--- src/hdl/trd_pkg.sv ---
// Package for the TGA run-length pixel decoder.
// Holds the shared types, register indexes and sizes; no dependencies.
package trd_pkg;

  localparam int BPP_MAX   = 4;
  localparam int IDX_W     = 2;
  localparam int CFG_IDX_W = 2;
  localparam int CFG_DW    = 16;
  localparam int TOTAL_W   = 32;

  localparam logic [7:0] RUN_FLAG   = 8'h80;
  localparam logic [6:0] COUNT_MASK = 7'h7f;

  typedef enum logic [CFG_IDX_W-1:0] {
    REG_RLE_MODE        = 2'd0,
    REG_BYTES_PER_PIXEL = 2'd1,
    REG_IMAGE_WIDTH     = 2'd2,
    REG_IMAGE_HEIGHT    = 2'd3
  } reg_idx_t;

  typedef struct packed {
    logic                 rle_mode;
    logic [2:0]           bytes_per_pixel;
    logic [TOTAL_W-1:0]   total;
  } cfg_t;

  typedef struct packed {
    logic [7:0] chan0;
    logic [7:0] chan1;
    logic [7:0] chan2;
    logic [7:0] chan3;
    logic [7:0] repeat_res;
    logic       last;
  } pix_t;

endpackage

--- src/hdl/tga_rle_pixel_decoder.sv ---
// Decodes the pixel-data bytes of a true-color TGA image, raw or run-length
// encoded, into pixels with a repeat count and a last flag. One byte request
// is accepted every clock while in_stall is low. Each byte passes the input
// register, and the pixel that it completes then waits in the result register
// until the consumer takes it. The loop through the packet and pixel counters
// sets this rate. Bytes after the image is complete are accepted and dropped
// until reset or until a larger image size is written. Depends on trd_pkg,
// trd_cfg, trd_decode and trd_out.
module tga_rle_pixel_decoder (
  input  logic                          clk,
  input  logic                          rst_n,
  input  logic                          cfg_we,
  input  logic [trd_pkg::CFG_IDX_W-1:0] cfg_index,
  input  logic [trd_pkg::CFG_DW-1:0]    cfg_data,
  input  logic                          in_valid,
  output logic                          in_stall,
  input  logic [7:0]                    in_data_byte,
  output logic                          out_valid,
  input  logic                          out_stall,
  output logic [7:0]                    out_chan0,
  output logic [7:0]                    out_chan1,
  output logic [7:0]                    out_chan2,
  output logic [7:0]                    out_chan3,
  output logic [7:0]                    out_repeat_res,
  output logic                          out_last
);

  trd_pkg::cfg_t cfg;
  trd_pkg::pix_t res;
  trd_pkg::pix_t out_pix;
  logic          res_valid;
  logic          res_ready;

  trd_cfg u_cfg (
    .clk       (clk),
    .rst_n     (rst_n),
    .cfg_we    (cfg_we),
    .cfg_index (cfg_index),
    .cfg_data  (cfg_data),
    .cfg       (cfg)
  );

  trd_decode u_decode (
    .clk          (clk),
    .rst_n        (rst_n),
    .cfg          (cfg),
    .in_valid     (in_valid),
    .in_data_byte (in_data_byte),
    .in_stall     (in_stall),
    .res_ready    (res_ready),
    .res_valid    (res_valid),
    .res          (res)
  );

  trd_out u_out (
    .clk       (clk),
    .rst_n     (rst_n),
    .res_valid (res_valid),
    .res       (res),
    .res_ready (res_ready),
    .out_valid (out_valid),
    .out_stall (out_stall),
    .out_pix   (out_pix)
  );

  assign out_chan0      = out_pix.chan0;
  assign out_chan1      = out_pix.chan1;
  assign out_chan2      = out_pix.chan2;
  assign out_chan3      = out_pix.chan3;
  assign out_repeat_res = out_pix.repeat_res;
  assign out_last       = out_pix.last;

endmodule

--- src/hdl/trd_cfg.sv ---
// Configuration registers of the TGA decoder, including the pixel total.
// Depends on trd_pkg.
module trd_cfg (
  input  logic                           clk,
  input  logic                           rst_n,
  input  logic                           cfg_we,
  input  logic [trd_pkg::CFG_IDX_W-1:0]  cfg_index,
  input  logic [trd_pkg::CFG_DW-1:0]     cfg_data,
  output trd_pkg::cfg_t                  cfg
);

  logic                          rle_mode_r, rle_mode_nxt;
  logic [2:0]                    bpp_r, bpp_nxt;
  logic [15:0]                   width_r, width_nxt;
  logic [15:0]                   height_r, height_nxt;
  logic [trd_pkg::TOTAL_W-1:0]   total_r, total_nxt;
  logic [15:0]                   mul_a, mul_b;

  // The total is refreshed in the same edge as a size write, from the new value.
  always_comb begin
    rle_mode_nxt = rle_mode_r;
    bpp_nxt      = bpp_r;
    width_nxt    = width_r;
    height_nxt   = height_r;
    if (cfg_we) begin
      unique case (trd_pkg::reg_idx_t'(cfg_index))
        trd_pkg::REG_RLE_MODE:        rle_mode_nxt = cfg_data[0];
        trd_pkg::REG_BYTES_PER_PIXEL: bpp_nxt      = cfg_data[2:0];
        trd_pkg::REG_IMAGE_WIDTH:     width_nxt    = cfg_data;
        trd_pkg::REG_IMAGE_HEIGHT:    height_nxt   = cfg_data;
        default: ;
      endcase
    end
    mul_a     = width_nxt;
    mul_b     = height_nxt;
    total_nxt = mul_a * mul_b;
  end

  always_ff @(posedge clk) begin
    if (!rst_n) begin
      rle_mode_r <= 1'b0;
      bpp_r      <= 3'd3;
      width_r    <= '0;
      height_r   <= '0;
      total_r    <= '0;
    end else begin
      rle_mode_r <= rle_mode_nxt;
      bpp_r      <= bpp_nxt;
      width_r    <= width_nxt;
      height_r   <= height_nxt;
      total_r    <= total_nxt;
    end
  end

  assign cfg.rle_mode        = rle_mode_r;
  assign cfg.bytes_per_pixel = bpp_r;
  assign cfg.total           = total_r;

endmodule

--- src/hdl/trd_decode.sv ---
// Input register and packet/pixel decode state of the TGA decoder.
// Depends on trd_pkg; feeds the result register in trd_out.
module trd_decode (
  input  logic              clk,
  input  logic              rst_n,
  input  trd_pkg::cfg_t     cfg,
  input  logic              in_valid,
  input  logic [7:0]        in_data_byte,
  output logic              in_stall,
  input  logic              res_ready,
  output logic              res_valid,
  output trd_pkg::pix_t     res
);

  logic                          vld_r, vld_nxt;
  logic [7:0]                    byte_r;
  logic                          expect_header_r, expect_header_nxt;
  logic                          is_run_r, is_run_nxt;
  logic [7:0]                    left_r, left_nxt;
  logic [trd_pkg::IDX_W-1:0]     idx_r, idx_nxt;
  logic [7:0]                    pb_r   [trd_pkg::BPP_MAX];
  logic [7:0]                    pb_nxt [trd_pkg::BPP_MAX];
  logic [trd_pkg::TOTAL_W-1:0]   done_r, done_nxt;

  logic                          advance;
  logic                          finished;
  logic [2:0]                    bpp;
  logic [trd_pkg::TOTAL_W-1:0]   remaining;
  logic [7:0]                    rep, rep_clip;
  logic                          emit;

  assign advance  = vld_r && res_ready;
  assign in_stall = vld_r && !res_ready;
  assign vld_nxt  = (in_valid && !in_stall) ? 1'b1 : (advance ? 1'b0 : vld_r);

  always_comb begin
    if (cfg.bytes_per_pixel == 3'd0)        bpp = 3'd1;
    else if (cfg.bytes_per_pixel > 3'd4)    bpp = 3'(trd_pkg::BPP_MAX);
    else                                    bpp = cfg.bytes_per_pixel;
  end

  assign finished  = done_r >= cfg.total;
  assign remaining = cfg.total - done_r;

  always_comb begin
    expect_header_nxt = expect_header_r;
    is_run_nxt        = is_run_r;
    left_nxt          = left_r;
    idx_nxt           = idx_r;
    done_nxt          = done_r;
    for (int i = 0; i < trd_pkg::BPP_MAX; i++) pb_nxt[i] = pb_r[i];
    emit     = 1'b0;
    rep      = 8'd1;
    rep_clip = 8'd1;

    if (advance && !finished) begin
      if (cfg.rle_mode && expect_header_r) begin
        is_run_nxt        = (byte_r & trd_pkg::RUN_FLAG) != 8'd0;
        left_nxt          = {1'b0, byte_r[6:0] & trd_pkg::COUNT_MASK} + 8'd1;
        expect_header_nxt = 1'b0;
        idx_nxt           = '0;
      end else begin
        pb_nxt[idx_r] = byte_r;
        if ({1'b0, idx_r} + 3'd1 < bpp) begin
          idx_nxt = idx_r + 2'd1;
        end else begin
          idx_nxt = '0;
          emit    = 1'b1;
          if (cfg.rle_mode) begin
            if (is_run_r) begin
              rep      = (left_r != 8'd0) ? left_r : 8'd1;
              left_nxt = 8'd0;
            end else begin
              left_nxt = (left_r > 8'd1) ? left_r - 8'd1 : 8'd0;
            end
            if (left_nxt == 8'd0) expect_header_nxt = 1'b1;
          end
          rep_clip = ({24'd0, rep} > remaining) ? remaining[7:0] : rep;
          done_nxt = done_r + {24'd0, rep_clip};
        end
      end
    end
  end

  // Channel ordering: three-byte pixels arrive as BGR and leave as RGB.
  always_comb begin
    res.chan0      = (bpp == 3'd3) ? pb_nxt[2] : pb_nxt[0];
    res.chan1      = (bpp >= 3'd2) ? pb_nxt[1] : 8'd0;
    res.chan2      = (bpp == 3'd3) ? pb_nxt[0] : ((bpp >= 3'd3) ? pb_nxt[2] : 8'd0);
    res.chan3      = (bpp >= 3'd4) ? pb_nxt[3] : 8'd0;
    res.repeat_res = rep_clip;
    res.last       = {24'd0, rep} >= remaining;
  end

  assign res_valid = emit;

  always_ff @(posedge clk) begin
    if (in_valid && !in_stall) byte_r <= in_data_byte;
  end

  always_ff @(posedge clk) begin
    if (!rst_n) begin
      vld_r           <= 1'b0;
      expect_header_r <= 1'b1;
      is_run_r        <= 1'b0;
      left_r          <= '0;
      idx_r           <= '0;
      done_r          <= '0;
      for (int i = 0; i < trd_pkg::BPP_MAX; i++) pb_r[i] <= '0;
    end else begin
      vld_r           <= vld_nxt;
      expect_header_r <= expect_header_nxt;
      is_run_r        <= is_run_nxt;
      left_r          <= left_nxt;
      idx_r           <= idx_nxt;
      done_r          <= done_nxt;
      for (int i = 0; i < trd_pkg::BPP_MAX; i++) pb_r[i] <= pb_nxt[i];
    end
  end

endmodule

--- src/hdl/trd_out.sv ---
// Result register of the TGA decoder, holding one pixel for the consumer.
// Depends on trd_pkg.
module trd_out (
  input  logic           clk,
  input  logic           rst_n,
  input  logic           res_valid,
  input  trd_pkg::pix_t  res,
  output logic           res_ready,
  output logic           out_valid,
  input  logic           out_stall,
  output trd_pkg::pix_t  out_pix
);

  logic          valid_r, valid_nxt;
  trd_pkg::pix_t pix_r;

  assign res_ready = !valid_r || !out_stall;
  assign valid_nxt = res_valid ? 1'b1 : (res_ready ? 1'b0 : valid_r);

  always_ff @(posedge clk) begin
    if (!rst_n) valid_r <= 1'b0;
    else        valid_r <= valid_nxt;
  end

  always_ff @(posedge clk) begin
    if (res_valid) pix_r <= res;
  end

  assign out_valid = valid_r;
  assign out_pix   = pix_r;

endmodule

--- config.mk ---
export PLATFORM = sky130hd
export DESIGN_NAME = tga_rle_pixel_decoder
export DESIGN_NICKNAME = d
export VERILOG_FILES = /design/src/hdl/trd_pkg.sv /design/src/hdl/tga_rle_pixel_decoder.sv /design/src/hdl/trd_cfg.sv /design/src/hdl/trd_decode.sv /design/src/hdl/trd_out.sv
export SDC_FILE = /design/constraint.sdc
export NUM_CORES = 1
export LEC_CHECK = 0
export BUFFER_PORTS_ARGS = -buffer_cell sky130_fd_sc_hd__buf_2
export CAP_MARGIN = 20
export CELL_PAD_IN_SITES_DETAIL_PLACEMENT = 2
export CELL_PAD_IN_SITES_GLOBAL_PLACEMENT = 2
export CORE_MARGIN = 2
export CORE_UTILIZATION = 44
export CTS_BUF_LIST = sky130_fd_sc_hd__clkbuf_4
export DETAILED_ROUTE_END_ITERATION = 10
export PLACE_DENSITY = 0.95
export SLEW_MARGIN = 20
export SYNTH_ARGS = -nofsm -noshare
export SYNTH_HDL_FRONTEND = slang
export SYNTH_SLANG_ARGS = --single-unit
--- constraint.sdc ---
create_clock -name clk -period 20.3 [get_ports clk]
set_input_delay 3.045 -clock clk [delete_from_list [all_inputs] [get_ports clk]]
set_output_delay 3.045 -clock clk [all_outputs]
set_load 0.005 [all_outputs]
==> flow_metrics.py <==
metrics = {
    "status": {
        "status": "finished clean",
    },
    "clocking": {
        "insertion_delay_ns": 0.75,
        "clk_pin_slew_worst_paths_ns": 0.22,
        "ctsHoldBuffers": 0,
        "cts_setup_buffers": 0,
        "htreeDepth": 4,
        "cts.path.max_buffers": 2,
        "cts.sinks": 195,
        "cts_root_buffer": "clkbuf_4",
        "cts_buffers": 17,
        "cts_tree": "built",
        "cts-resized-gates": 0,
    },
    "final_layout": {
        "areaGrowthSynthToFinish_pct": 6.10,
        "fill_cells": 4769,
        "nets": 2642,
        "final_util_pct": 47.4,
        "layout-drive-gt1-share_pct": 8.99,
    },
    "synthesis": {
        "synth_top_area_share_pct": 20.3,
        "synth_commonest_cells": "nor2_1, inv_1, nand2_1",
        "ys_seq_area_share_pct": 22.8,
        "synth_top_cell_by_area": "fa_1",
        "synthCells": 2220,
        "synth_area_leaders": "fa_1, dfxtp_1, ha_1, edfxtp_1, nor2_1",
        "synth.cell_area_um2": 19300,
        "synth_enable_flop_cells": 49,
        "yosys.cell_types.count": 80,
        "synth.most_common_cell": "nor2_1",
        "synth-seq-cells": 195,
        "synth_fp_nets": 2616,
        "synth.yosys.warnings": 0,
        "async_flop_share_pct": 0,
        "ys.flop_type": "dfxtp_1",
        "avgSynthCellArea_um2": 8.69,
    },
    "floorplan": {
        "initial_core_util_pct": 44.7,
        "num_rows": 76,
        "pin_count": 74,
        "die_h_um": 213,
        "die-area_um2": 45500,
        "fp.dieW_um": 213,
        "fp.coreArea_um2": 43200,
    },
    "place": {
        "io_buffer_count": 73,
        "hpwl_um": 66200,
        "gp_congestion": 0.894,
    },
    "pwr": {
        "p_leak_nw": 9.72,
        "intPower_mw": 0.606,
        "total_power_mw": 1.11,
        "clockPowerShare_pct": 20.7,
        "power_frac_comb_pct": 40.9,
        "switching_share_pct": 45.6,
        "ir_drop_mv": 0.0327,
        "switching_power_mw": 0.509,
        "pwr-share-seq_pct": 38.4,
        "power.density_nw_per_um2": 54.5,
    },
    "worst_setup_path": {
        "cp.required_ns": 20.97,
        "critPathBufInv": 4,
        "start_kind": "input port",
        "slowest_stage": "mux2i_1",
        "path_cells": "buf_2 > nand3_1 > buf_4 > mux2i_1 > nor2_1 > fa_1 > fa_1 > fa_1 > fa_1 > fa_1 > inv_1 > fa_1 > inv_1 > ha_1 > and3_1 > and4_1 > nand3_1 > o211ai_1 > nand3_1 > a31oi_1 > nor3_1 > nor3_1",
        "reg2reg_slack_ns": 11.99,
        "worstPathArrival_ns": 11.76,
        "crit_top_cell": "fa_1",
        "crit_path_max_fanout": 28,
        "path_class": "input port to flop",
        "end_kind": "flop",
        "max_stage_delay_ns": 0.99,
        "path_delay_family": "adder cells",
    },
    "timing": {
        "worst_pin_slew_ns": 1.18,
        "finalCriticalPeriod_ns": 11.09,
        "slew_viol_final": 0,
        "finClkSkew_ns": 0.0375,
        "slew-limit-headroom_pct": 20.8,
        "finalCritPeriodShare_pct": 54.6,
        "setup_tns_ns": 0,
        "fmax_mhz": 90.2,
        "whs_ns": 0.478,
        "setup_viol": 0,
        "rsz0062_at_grt": "no",
        "hold_viol_final": 0,
    },
    "routing": {
        "drc": 0,
        "firstDrtPassIters": 7,
        "first_iter_violations": 1998,
        "vias": 18800,
        "viasPerCell": 6.59,
        "avgRoutedWirePerCell_um": 35.1,
        "wl_um": 100000,
        "ant_nets": 0,
    },
    "global_route": {
        "grt_pass1_vias": 21700,
        "grtUsageTotal_pct": 44.8,
        "grt_max_degree": 71,
        "overflow": 0,
        "antenna_found_initial": 4,
        "grt_pass1_wl_um": 147000,
    },
    "worst_hold_path": {
        "hold_path.class": "flop to flop",
    },
    "flow_run": {
        "cap_violations": 0,
    },
}
==> power groups by stage <==
stage | Combinational, mW | Sequential [mW] | Clock, mW
finish | 0.456 | 0.428 | 0.231
global route | 0.468 | 0.428 | 0.239
CTS | 0.425 | 0.426 | 0.226
detailed placement | 0.395 | 0.434 | 0
global placement | 0.345 | 0.431 | 0
floorplan | 0.254 | 0.427 | 0
==> registers in the layout, indices dropped and copies added, names as in the netlist <==
signal / cells
u_cfg.height_r: 16
u_decode.left_r: 8
u_decode.pb_r: 32
u_decode.byte_r: 8
u_decode.done_r: 32
u_cfg.width_r: 16
u_decode.vld_r: 1
u_out.out_pix: 41
u_out.out_valid: 1
u_cfg.bpp_r: 3
u_cfg.total_r: 32
u_decode.idx_r: 2
u_decode.expect_header_r: 1
u_decode.is_run_r: 1
u_cfg.rle_mode_r: 1
==> worst min-delay path, delay by kind of cell, from the launching register on <==
kind / cells / cell delay (ns)
mux: 1 / 0.06
simple gates: 1 / 0.05
flops: 1 / 0.36
==> per-layer routing <==
metal,GRT usage (%),vias up,wire (um)
met5,0.754,-,61
li1,-,7402,-
met2,74.6,1280,47400
met4,41.7,4,10700
met3,12.7,637,8020
met1,45.4,9427,33800
==> through the flow <==
stage	setup WS [ns]	cells	cell area, um^2
after floorplan	10.58	2220	19300
after global placement	10.45	2812	20200
after detailed placement	9.59	2812	20200
after CTS	10.10	2844	20500
after global routing	9.17	2845	20500
final	9.21	2846	20500
==> kinds of logic (layout without fill, tap and decap cells) <==
| family | count (synthesis) | in the layout | synth area share, % |
|---|---|---|---|
| AO/OA/AOI/OAI | 303 | 303 | 10.5 |
| buffers and inverters | 395 | 434 | 7.88 |
| other | 0 | 2 | 0 |
| multiplexers | 133 | 133 | 7.20 |
| adder cells (fa/ha/maj) | 365 | 365 | 31.3 |
| XOR/XNOR | 57 | 57 | 2.59 |
| flip-flops | 195 | 195 | 22.8 |
| AND/OR/NAND/NOR | 772 | 772 | 17.7 |
==> path summary, 6_finish.rpt <==
path	startpoint	cells after the start	endpoint
max reg2reg	u_cfg.height_r[15]	19	u_cfg.total_r[27]
min	u_decode.done_r[31]	2	u_decode.done_r[31]
min reg2reg	u_decode.done_r[31]	2	u_decode.done_r[31]
max	cfg_index[1]	22	u_cfg.total_r[27]
==> layout by cell type (no fill, tap or decap), types with 14 or more instances in the layout <==
cell type	count
fa_1	196
buf_2	73
o21ai_0	38
a211oi_1	14
a21o_1	34
mux2i_1	91
ha_1	169
and3_1	18
nand4_1	22
xor2_1	15
o211ai_1	14
nand2_1	248
inv_1	301
o21a_1	14
dfxtp_1	146
a21oi_1	89
mux2_2	38
and2_1	15
nor3_1	40
xnor2_1	42
nor2_1	306
buf_4	26
edfxtp_1	49
nand3_1	45
clkbuf_4	17
==> cell type report <==
class | instances | area [um^2] | share of cell area, %
antenna | 2 | 5.00 | 0.0245
clock buffer | 17 | 128 | 0.624
clock inverter | 15 | 120 | 0.587
inverter | 303 | 1140 | 5.57
multi-input combinational | 1630 | 13400 | 65.4
sequential | 195 | 4390 | 21.5
tap | 585 | 732 | 3.58
timing repair buffer | 99 | 561 | 2.74
Power figures use the tool's default switching activity.
